[config.mk]
export PLATFORM = sky130hd
export DESIGN_NAME = subnet_slot_position_mapper
export DESIGN_NICKNAME = d
export VERILOG_FILES = /design/src/rtl/sspm_pkg.sv /design/src/rtl/sspm_cell.sv /design/src/rtl/sspm_out.sv /design/src/rtl/subnet_slot_position_mapper.sv
export VERILOG_INCLUDE_DIRS = /design/src /design/src/rtl
export SDC_FILE = /design/constraint.sdc
export NUM_CORES = 2
export LEC_CHECK = 0
export BUFFER_PORTS_ARGS = -buffer_cell sky130_fd_sc_hd__buf_2
export CAP_MARGIN = 10
export CORE_ASPECT_RATIO = 0.5
export CORE_UTILIZATION = 45
export CTS_CLUSTER_SIZE = 20
export DETAILED_ROUTE_END_ITERATION = 10
export PLACE_DENSITY_LB_ADDON = 0.05
export SYNTH_ARGS = -nofsm -noshare
export SYNTH_HDL_FRONTEND = slang
export SYNTH_HIERARCHICAL = 1
export SYNTH_SLANG_ARGS = --single-unit
[constraint.sdc]
create_clock -name clk -period 96.3 [get_ports clk]
set_input_delay 0 -clock clk [delete_from_list [all_inputs] [get_ports clk]]
set_output_delay 0 -clock clk [all_outputs]
set_load 0.02 [all_outputs]
[src/rtl/subnet_slot_position_mapper_macros.svh]
// Assertion macros shared by the subnet slot position mapper RTL.
// Each macro expects signals named clk and rst_n in the enclosing module.
`ifndef SUBNET_SLOT_POSITION_MAPPER_MACROS_SVH
`define SUBNET_SLOT_POSITION_MAPPER_MACROS_SVH

// The consequent must hold in the same cycle as the antecedent.
`define SSPM_ASSERT_SAME(label, ante, cons, msg) \
    label: assert property (@(posedge clk) disable iff (!rst_n) (ante) |-> (cons)) \
        else $error(msg);

// The consequent must hold in the cycle after the antecedent.
`define SSPM_ASSERT_NEXT(label, ante, cons, msg) \
    label: assert property (@(posedge clk) disable iff (!rst_n) (ante) |=> (cons)) \
        else $error(msg);

`endif

[src/rtl/sspm_pkg.sv]
// Package for the subnet slot position mapper: sizes, status codes, the item
// that travels along the cell chain and the position tables. No dependencies.
package sspm_pkg;

    localparam int TABLE_DEPTH = 64;
    localparam int IDX_W       = $clog2(TABLE_DEPTH);
    localparam int CFG_W       = 7;
    localparam int LIM_W       = (IDX_W + 1 > CFG_W) ? IDX_W + 1 : CFG_W;
    localparam int ADDR_W      = 32;
    localparam int PREFIX_W    = 24;
    localparam int OCTET_W     = 8;
    localparam int ROW_W       = 6;
    localparam int POS_W       = 13;
    localparam int STATUS_W    = 2;
    localparam int Q8_SPAN     = 5120;
    localparam int Q8_HALF     = 2560;

    typedef enum logic [STATUS_W-1:0] {
        ST_PLACED = 2'd0,
        ST_NO_HDR = 2'd1,
        ST_FULL   = 2'd2
    } status_t;

    typedef logic signed [POS_W-1:0] pos_t;

    // One header on its way down the chain.
    typedef struct packed {
        logic                hdr;
        logic [PREFIX_W-1:0] key;
        logic [OCTET_W-1:0]  octet;
        logic                found;
        logic [IDX_W-1:0]    row;
        logic [IDX_W-1:0]    pos;
    } item_t;

    typedef logic [TABLE_DEPTH-1:0][POS_W-1:0] vert_lut_t;

    // Vertical position per row, evaluated at elaboration.
    function automatic vert_lut_t build_vert_lut();
        vert_lut_t t;
        for (int i = 0; i < TABLE_DEPTH; i++) begin
            t[i] = POS_W'((Q8_SPAN * i) / (TABLE_DEPTH - 1) - Q8_HALF);
        end
        return t;
    endfunction

    localparam vert_lut_t VERT_LUT = build_vert_lut();

    // Last octet times 20, minus the half span.
    function automatic pos_t horiz_of(input logic [OCTET_W-1:0] o);
        logic [POS_W-1:0] p;
        p = {{(POS_W - OCTET_W){1'b0}}, o};
        return pos_t'((p << 4) + (p << 2) - POS_W'(Q8_HALF));
    endfunction

endpackage

[src/rtl/sspm_cell.sv]
// One table slot of the subnet slot position mapper and its chain stage.
// Depends on sspm_pkg and the assertion macro header.
`include "subnet_slot_position_mapper_macros.svh"

module sspm_cell import sspm_pkg::*;
(
    input  logic             clk,
    input  logic             rst_n,
    input  logic             en,
    input  logic [LIM_W-1:0] limit,
    input  logic             in_vld,
    input  item_t            in_item,
    output logic             out_vld,
    output item_t            out_item
);

    logic                slot_vld_reg, slot_vld_next;
    logic [PREFIX_W-1:0] prefix_reg, prefix_next;
    logic                vld_reg, vld_next;
    item_t               item_reg, item_next;
    logic                usable, take, alloc, hit;

    always_comb
    begin
        usable = (LIM_W'(in_item.pos) < limit);
        take   = en && in_vld && in_item.hdr && !in_item.found && usable;
        alloc  = take && !slot_vld_reg;
        hit    = take && slot_vld_reg && (prefix_reg == in_item.key);

        slot_vld_next = slot_vld_reg | alloc;
        prefix_next   = alloc ? in_item.key : prefix_reg;

        vld_next      = en ? in_vld : vld_reg;
        item_next     = item_reg;
        if (en)
        begin
            item_next     = in_item;
            item_next.pos = in_item.pos + IDX_W'(1);
            if (alloc || hit)
            begin
                item_next.found = 1'b1;
                item_next.row   = in_item.pos;
            end
        end
    end

    always_ff @(posedge clk or negedge rst_n)
    begin
        if (!rst_n)
        begin
            slot_vld_reg <= 1'b0;
            vld_reg      <= 1'b0;
        end
        else
        begin
            slot_vld_reg <= slot_vld_next;
            vld_reg      <= vld_next;
        end
    end

    always_ff @(posedge clk)
    begin
        prefix_reg <= prefix_next;
        item_reg   <= item_next;
    end

    assign out_vld  = vld_reg;
    assign out_item = item_reg;

    `SSPM_ASSERT_NEXT(a_slot_stays, slot_vld_reg, slot_vld_reg, "slot lost its prefix")
    `SSPM_ASSERT_SAME(a_alloc_marks_item, $rose(slot_vld_reg),
        vld_reg && item_reg.found && (item_reg.key == prefix_reg),
        "slot filled without the beat that claimed it")

endmodule

[src/rtl/sspm_out.sv]
// Output stage of the subnet slot position mapper: turns the chain result into
// status and positions, tracks the first overflow. Depends on sspm_pkg and the macro header.
`include "subnet_slot_position_mapper_macros.svh"

module sspm_out import sspm_pkg::*;
(
    input  logic        clk,
    input  logic        rst_n,
    input  logic        tail_vld,
    input  item_t       tail_item,
    output logic        en,
    output logic        m_axis_tvalid,
    input  logic        m_axis_tready,
    // row_index [5:0], vertical_pos [18:6], horizontal_pos [31:19]
    output logic [31:0] m_axis_tdata,
    // status [1:0], first_overflow [2]
    output logic [2:0]  m_axis_tuser
);

    logic             out_vld_reg, out_vld_next;
    logic             ovf_seen_reg, ovf_seen_next;
    status_t          status_reg, status_next;
    logic [ROW_W-1:0] row_reg, row_next;
    pos_t             vert_reg, vert_next;
    pos_t             horiz_reg, horiz_next;
    logic             fovf_reg, fovf_next;

    assign en = !out_vld_reg || m_axis_tready;

    always_comb
    begin
        out_vld_next  = en ? tail_vld : out_vld_reg;
        ovf_seen_next = ovf_seen_reg;
        status_next   = status_reg;
        row_next      = row_reg;
        vert_next     = vert_reg;
        horiz_next    = horiz_reg;
        fovf_next     = fovf_reg;
        if (en && tail_vld)
        begin
            row_next   = '0;
            vert_next  = '0;
            horiz_next = '0;
            fovf_next  = 1'b0;
            priority if (!tail_item.hdr)
            begin
                status_next = ST_NO_HDR;
            end
            else if (!tail_item.found)
            begin
                status_next   = ST_FULL;
                fovf_next     = !ovf_seen_reg;
                ovf_seen_next = 1'b1;
            end
            else
            begin
                status_next = ST_PLACED;
                row_next    = ROW_W'(tail_item.row);
                vert_next   = pos_t'(VERT_LUT[tail_item.row]);
                horiz_next  = horiz_of(tail_item.octet);
            end
        end
    end

    always_ff @(posedge clk or negedge rst_n)
    begin
        if (!rst_n)
        begin
            out_vld_reg  <= 1'b0;
            ovf_seen_reg <= 1'b0;
        end
        else
        begin
            out_vld_reg  <= out_vld_next;
            ovf_seen_reg <= ovf_seen_next;
        end
    end

    always_ff @(posedge clk)
    begin
        status_reg <= status_next;
        row_reg    <= row_next;
        vert_reg   <= vert_next;
        horiz_reg  <= horiz_next;
        fovf_reg   <= fovf_next;
    end

    assign m_axis_tvalid = out_vld_reg;
    assign m_axis_tdata  = {horiz_reg, vert_reg, row_reg};
    assign m_axis_tuser  = {fovf_reg, status_reg};

    `SSPM_ASSERT_SAME(a_fovf_sets_seen, out_vld_reg && fovf_reg, ovf_seen_reg,
        "first overflow shown without the overflow mark")
    `SSPM_ASSERT_NEXT(a_seen_sticky, ovf_seen_reg, ovf_seen_reg, "overflow mark cleared")

endmodule

[src/rtl/subnet_slot_position_mapper.sv]
// Top level of the subnet slot position mapper: configuration register, input
// unpacking, the chain of slot cells and the output stage. Uses sspm_pkg, sspm_cell, sspm_out, macros.
//
//   Channel   Direction  Handshake               Content
//   s_axis    in         tvalid / tready         one packet header per beat
//   m_axis    out        tvalid / tready         one placement result per beat
//   cfg       in         cfg_valid / cfg_ready   entries_in_use, 7 bits
//
// Each header walks the row of slot cells, one cell per cycle while the chain moves,
// and its result then leaves from the output stage register. A new header is
// accepted every cycle while the output flows, so the sustained rate is one beat
// per cycle. The TABLE_DEPTH cell stages and the output register lie between input and output.
// Reset clears every slot valid bit and the overflow mark at once; no clearing pass.
// When the output beat is held by the downstream side, the whole chain and the
// input stall together, and slots change only on cycles in which the chain moves.
`include "subnet_slot_position_mapper_macros.svh"

module subnet_slot_position_mapper import sspm_pkg::*;
(
    input  logic              clk,
    input  logic              rst_n,
    input  logic              s_axis_tvalid,
    output logic              s_axis_tready,
    // src_addr [31:0], dst_addr [63:32]
    input  logic [63:0]       s_axis_tdata,
    // header_present [0], use_source [1]
    input  logic [1:0]        s_axis_tuser,
    output logic              m_axis_tvalid,
    input  logic              m_axis_tready,
    // row_index [5:0], vertical_pos [18:6], horizontal_pos [31:19]
    output logic [31:0]       m_axis_tdata,
    // status [1:0], first_overflow [2]
    output logic [2:0]        m_axis_tuser,
    input  logic              cfg_valid,
    output logic              cfg_ready,
    input  logic [CFG_W-1:0]  cfg_data
);

    logic [CFG_W-1:0]  entries_reg, entries_next;
    logic [LIM_W-1:0]  limit;
    logic              en;
    logic [ADDR_W-1:0] addr;
    item_t             head_item;

    // Links between neighboring cells; link 0 is the input, the last the tail.
    logic  link_vld  [TABLE_DEPTH+1];
    item_t link_item [TABLE_DEPTH+1];

    // The register is always writable; the user must change it only while the block is idle (not enforced).
    assign cfg_ready    = 1'b1;
    assign entries_next = cfg_valid ? cfg_data : entries_reg;

    always_ff @(posedge clk or negedge rst_n)
    begin
        if (!rst_n)
        begin
            entries_reg <= CFG_W'(64);
        end
        else
        begin
            entries_reg <= entries_next;
        end
    end

    // Slot count saturates at the table depth.
    assign limit = (LIM_W'(entries_reg) > LIM_W'(TABLE_DEPTH)) ?
                   LIM_W'(TABLE_DEPTH) : LIM_W'(entries_reg);

    // Pick the address and split it into the /24 key and the last octet.
    always_comb
    begin
        addr            = s_axis_tuser[1] ? s_axis_tdata[31:0] : s_axis_tdata[63:32];
        head_item       = '0;
        head_item.hdr   = s_axis_tuser[0];
        head_item.key   = addr[ADDR_W-1:OCTET_W];
        head_item.octet = addr[OCTET_W-1:0];
    end

    assign s_axis_tready = en;
    assign link_vld[0]   = s_axis_tvalid;
    assign link_item[0]  = head_item;

    for (genvar g = 0; g < TABLE_DEPTH; g++)
    begin : g_cell
        sspm_cell u_cell (
            .clk      (clk),
            .rst_n    (rst_n),
            .en       (en),
            .limit    (limit),
            .in_vld   (link_vld[g]),
            .in_item  (link_item[g]),
            .out_vld  (link_vld[g+1]),
            .out_item (link_item[g+1])
        );
    end

    sspm_out u_out (
        .clk           (clk),
        .rst_n         (rst_n),
        .tail_vld      (link_vld[TABLE_DEPTH]),
        .tail_item     (link_item[TABLE_DEPTH]),
        .en            (en),
        .m_axis_tvalid (m_axis_tvalid),
        .m_axis_tready (m_axis_tready),
        .m_axis_tdata  (m_axis_tdata),
        .m_axis_tuser  (m_axis_tuser)
    );

    // The input may only be held off by a stalled output beat.
    `SSPM_ASSERT_SAME(a_stall_from_output, s_axis_tvalid && !s_axis_tready,
        m_axis_tvalid && !m_axis_tready, "input stalled without output back-pressure")

endmodule

# == Yosys cells after proc, flatten, opt, wreduce, memory -nomap -nowiden ==
# Memories as Yosys holds them, arrays and structs flattened. A register that Yosys moved wholly into a read port is not among the register bits.
# Cells that the tools add are included.
# word_totals
regBits,4231
romBits,832
in_bits,78
output_inout_bits,38
elab_cells,1366
n_memories,1
# mem_list
memory,depth,width,read_ports,rd_clocked_by_memory_dff,wr,line,rtl
(name not given),64,13,1,1,0,sspm_out.sv:59,vert_next = pos_t'(VERT_LUT[tail_item.row]);
# classes
n_addsub,2
order_cmp,65
eq_ne,64
n_mux,4
bitwise_logic,66
n_reduce_logical,646
# op_table
op,n
$eq 24x24->1,64
$logic_and 1x1->1,448
$lt 6x7->1 const A,32
$logic_not 1->1,130
$lt 5x7->1 const A,16
$logic_or 1x1->1,65
$or 1x1->1,64
$lt 4x7->1 const A,8
$mux 32,1
$lt 3x7->1 const A,4
$lt 1x7->1 const A,2
$lt 2x7->1 const A,2
$mux 7,2
$add 12x10->13,1
$sub 13x12->13 const B,1
$gt 7x7->1 const B,1
$reduce_and 3->1,1
$mux 2,1
$not 1->1,2
$reduce_and 2->1,1
$reduce_or 2->1,1

# == Logic depth before layout (Yosys ltp) ==
# depth
word_depth,9
mapped_depth,10
depth_no_buf,9

# == By module ==
# Netlist, hierarchy kept.
# modules_own_cells
mod,instances,cells_per_inst,area_per_inst_um2,seq_area_each_um2
sspm_cell at g_cell[0].u_cell ...,49,147,2786.4,2152.1
sspm_cell at g_cell[54].u_cell ...,15,147,2737.6,2152.1
sspm_out,1,261,2533.7,950.9
subnet_slot_position_mapper,1,61,860.8,176.4

# == Worst setup path after synthesis ==
# Ideal clock, no wire load.
# synth_timing
path_type,input port to flip-flop
from,in m_axis_tready
to,reg g_cell[0].u_cell.vld_reg
setup_ps,3081
arrival_ps,77136
required_ps,93219
setup_slack_ps,16083
path_stages,2
n_path_buf,0
cell_sequence,nand2b_1 -> o21ai_0
# synth_between
elab_chain_len,1
# synth_rtl
element,line,rtl
"start, declared",subnet_slot_position_mapper.sv:29,"input logic m_axis_tready,"
$logic_or 1x1->1,sspm_out.sv:28,assign en = !out_vld_reg || m_axis_tready;
"end signal, assigned",sspm_cell.sv:57,vld_reg <= vld_next;
"end, declared",sspm_cell.sv:19,"logic vld_reg, vld_next;"
# Every way passes these cells.
# A chain may end at the register's enable or synchronous reset.

# == Worst setup path in the final report ==
# layout_timing
from,reg u_out.out_vld_reg (netlist: u_out/m_axis_tvalid)
to,"reg g_cell[7].u_cell.item_reg, in the netlist g_cell[7].u_cell/out_item[18], enable pin"
# layout_between
elab_chain_len,2
# layout_rtl
element,line,rtl
"start, declared",sspm_out.sv:20,"logic out_vld_reg, out_vld_next;"
"start signal, assigned",sspm_out.sv:74,out_vld_reg <= out_vld_next;
$logic_not 1->1,sspm_out.sv:28,
$logic_or 1x1->1,sspm_out.sv:28,
"end signal, assigned",sspm_cell.sv:64,item_reg <= item_next;
"end, declared",sspm_cell.sv:20,"item_t item_reg, item_next;"
# Every way passes these cells.

==> flow_summary.json <==
{
  "die_y_microns": 449,
  "grt_pass1_vias": 82100,
  "htree_num_levels": 5,
  "die_area_sq_um": 403000,
  "cp.arrival_ns": 8.19,
  "hold_path_class": "input port to asynchronous set/reset pin",
  "cts.sinks": 4617,
  "path_clk_slew_ns": 0.06,
  "overflow": 0,
  "stdcell_count": 16100,
  "synth_area_sq_um": 180000,
  "fin_nets": 10900,
  "worstSkewPairLatency_ns": 0.96,
  "avgSynthCellArea_sq_um": 18.6,
  "tns_ns": 0,
  "slew_viol_final": 0,
  "cts_tree": "done",
  "post_cts_buffers": 0,
  "crit_fanout": 84,
  "slew_headroom_pct": 17.8,
  "grt_max_degree": 180,
  "largest_reg_flops": 2914,
  "synthCells": 9690,
  "leakage_uw": 0.0770,
  "first_pass_iters": 7,
  "status": "finished, final reports clean",
  "cts_max_path_buffers": 4,
  "powerDensity_nw_per_um2": 23.3,
  "area_growth_syn_to_layout_pct": 12.8,
  "wl_per_cell_microns": 19.1,
  "irDropWorstVdd_mv": 0.0155,
  "grt_usage_pct": 15.2,
  "maxCapViolations": 0,
  "placed_cells": 15100,
  "hold_violations": 0,
  "antenna_left": 0,
  "vias": 79300,
  "viasPerCell": 4.94,
  "end_kind": "flip-flop",
  "grt_pass1_wl_microns": 486000,
  "startpoint_type": "flip-flop",
  "fin_crit_sh_pct": 7.92,
  "start_util_pct": 45.4,
  "finalWeightedCongestion": 0.724,
  "cts-root-buf": "clkbuf_16",
  "rsz0062_at_grt": "false",
  "coreArea_sq_um": 396000,
  "die_w_microns": 896,
  "remaining_drc_errors": 0,
  "rr_worst_depth": 9,
  "max_clock_freq_ghz": 0.131,
  "clock_skew_ns": 0.0532,
  "reg2reg_from": "u_out/m_axis_tvalid",
  "drtIter0Drc": 4904,
  "worstReg2RegEnd": "g_cell[7].u_cell/out_item[18]",
  "antenna_found_initial": 5,
  "wl_microns": 306000,
  "portBuffers": 112,
  "fp-row-count": 163,
  "finalSetupViolCount": 0,
  "crit_type": "flip-flop to flip-flop",
  "reg2reg_slack_ns": 88.67,
  "synth_warnings": 6,
  "power_uw": 4720,
  "worst_pin_slew_ns": 1.23,
  "fin_crit_ns": 7.63,
  "dp_hpwl_microns": 195000,
  "ios": 116,
  "drive_gt1_share_pct": 14.1,
  "numCtsBuffers": 411,
  "cp.required_ns": 96.86
}
[power breakdown]
part	switching [uW]	leakage, uW	internal, uW
sequential	175	0.0485	2460
clock	729	0.00664	943
combinational	177	0.0219	242
[layer usage]
metal | GRT usage, % | wire [microns] | vias up
li1 | - | - | 38000
met1 | 21.4 | 143000 | 40000
met2 | 25.1 | 147000 | 802
met3 | 2.31 | 9370 | 457
met4 | 3.44 | 6510 | 0
met5 | 0 | 0 | -
[critical path: stages, from the launching register on]
cell	delay [ns]
dfrtp_1	0.40
nand2b_4	0.66
buf_4	0.80
buf_4	0.53
buf_4	0.53
buf_4	0.66
buf_4	0.70
buf_4	0.79
buf_4	0.89
buf_4	0.87
[metrics by stage]
step	hold WS (ns)	util [%]	setup WS [ns]	instance area, sq um
floorplan	-0.296	-	16.87	180000
global placement	-0.0459	47.3	88.30	187000
detailed placement	-0.0456	47.3	88.17	187000
CTS	0.151	51.2	88.14	203000
global route	0.235	51.2	87.99	203000
finish	0.223	51.2	88.67	203000
[worst max-delay path by stage]
stage	startpoint	end	slack, ns	cells after the start
floorplan	m_axis_tready	g_cell[0].u_cell/out_vld	16.87	2
global placement	u_out/m_axis_tvalid	g_cell[5].u_cell/prefix_reg[13]	88.30	11
detailed placement	u_out/m_axis_tvalid	g_cell[5].u_cell/prefix_reg[17]	88.17	11
CTS	u_out/m_axis_tvalid	g_cell[5].u_cell/prefix_reg[21]	88.14	11
global route	u_out/m_axis_tvalid	g_cell[10].u_cell/out_item[20]	87.99	9
finish	u_out/m_axis_tvalid	g_cell[7].u_cell/out_item[18]	88.67	9
[cells in the final DEF (no fill, tap or decap), types with 50 or more instances in the layout]
| master | instances |
|---|---|
| xnor2_1 | 703 |
| clkbuf_1 | 74 |
| o21ai_0 | 137 |
| mux2_4 | 324 |
| dfrtp_1 | 136 |
| nand2_1 | 94 |
| clkinv_1 | 82 |
| ha_1 | 405 |
| xor2_1 | 1087 |
| inv_1 | 591 |
| nand2b_4 | 51 |
| bufinv_16 | 50 |
| a2111o_1 | 64 |
| or2b_1 | 64 |
| clkinv_2 | 82 |
| clkbuf_16 | 417 |
| buf_2 | 111 |
| nand3_1 | 195 |
| o31ai_2 | 64 |
| nand4_1 | 193 |
| edfxtp_1 | 4480 |
| nand2b_1 | 125 |
| o21a_1 | 52 |
| nor4_1 | 259 |
| dlygate4sd3_1 | 157 |
| and3_1 | 68 |
| mux2_2 | 100 |
| buf_4 | 75 |
[final cells by class]
| class | count | area, sq um |
|---|---|---|
| fill | 32200 | 193000 |
| sequential | 4617 | 138000 |
| multi-input combinational | 4438 | 39400 |
| clock buffer | 506 | 10900 |
| tap | 5280 | 6610 |
| timing repair buffer | 373 | 3210 |
| clock inverter | 257 | 2710 |
| inverter | 593 | 2230 |
| antenna | 1 | 2.50 |
[what timing repair did]
action | in CTS | in global routing
endpoints found under the hold margin | 289 | 0
gates resized for setup | 0 | 0
hold buffers | 158 | 0
No activity file was read; power rests on OpenSTA's default activity.
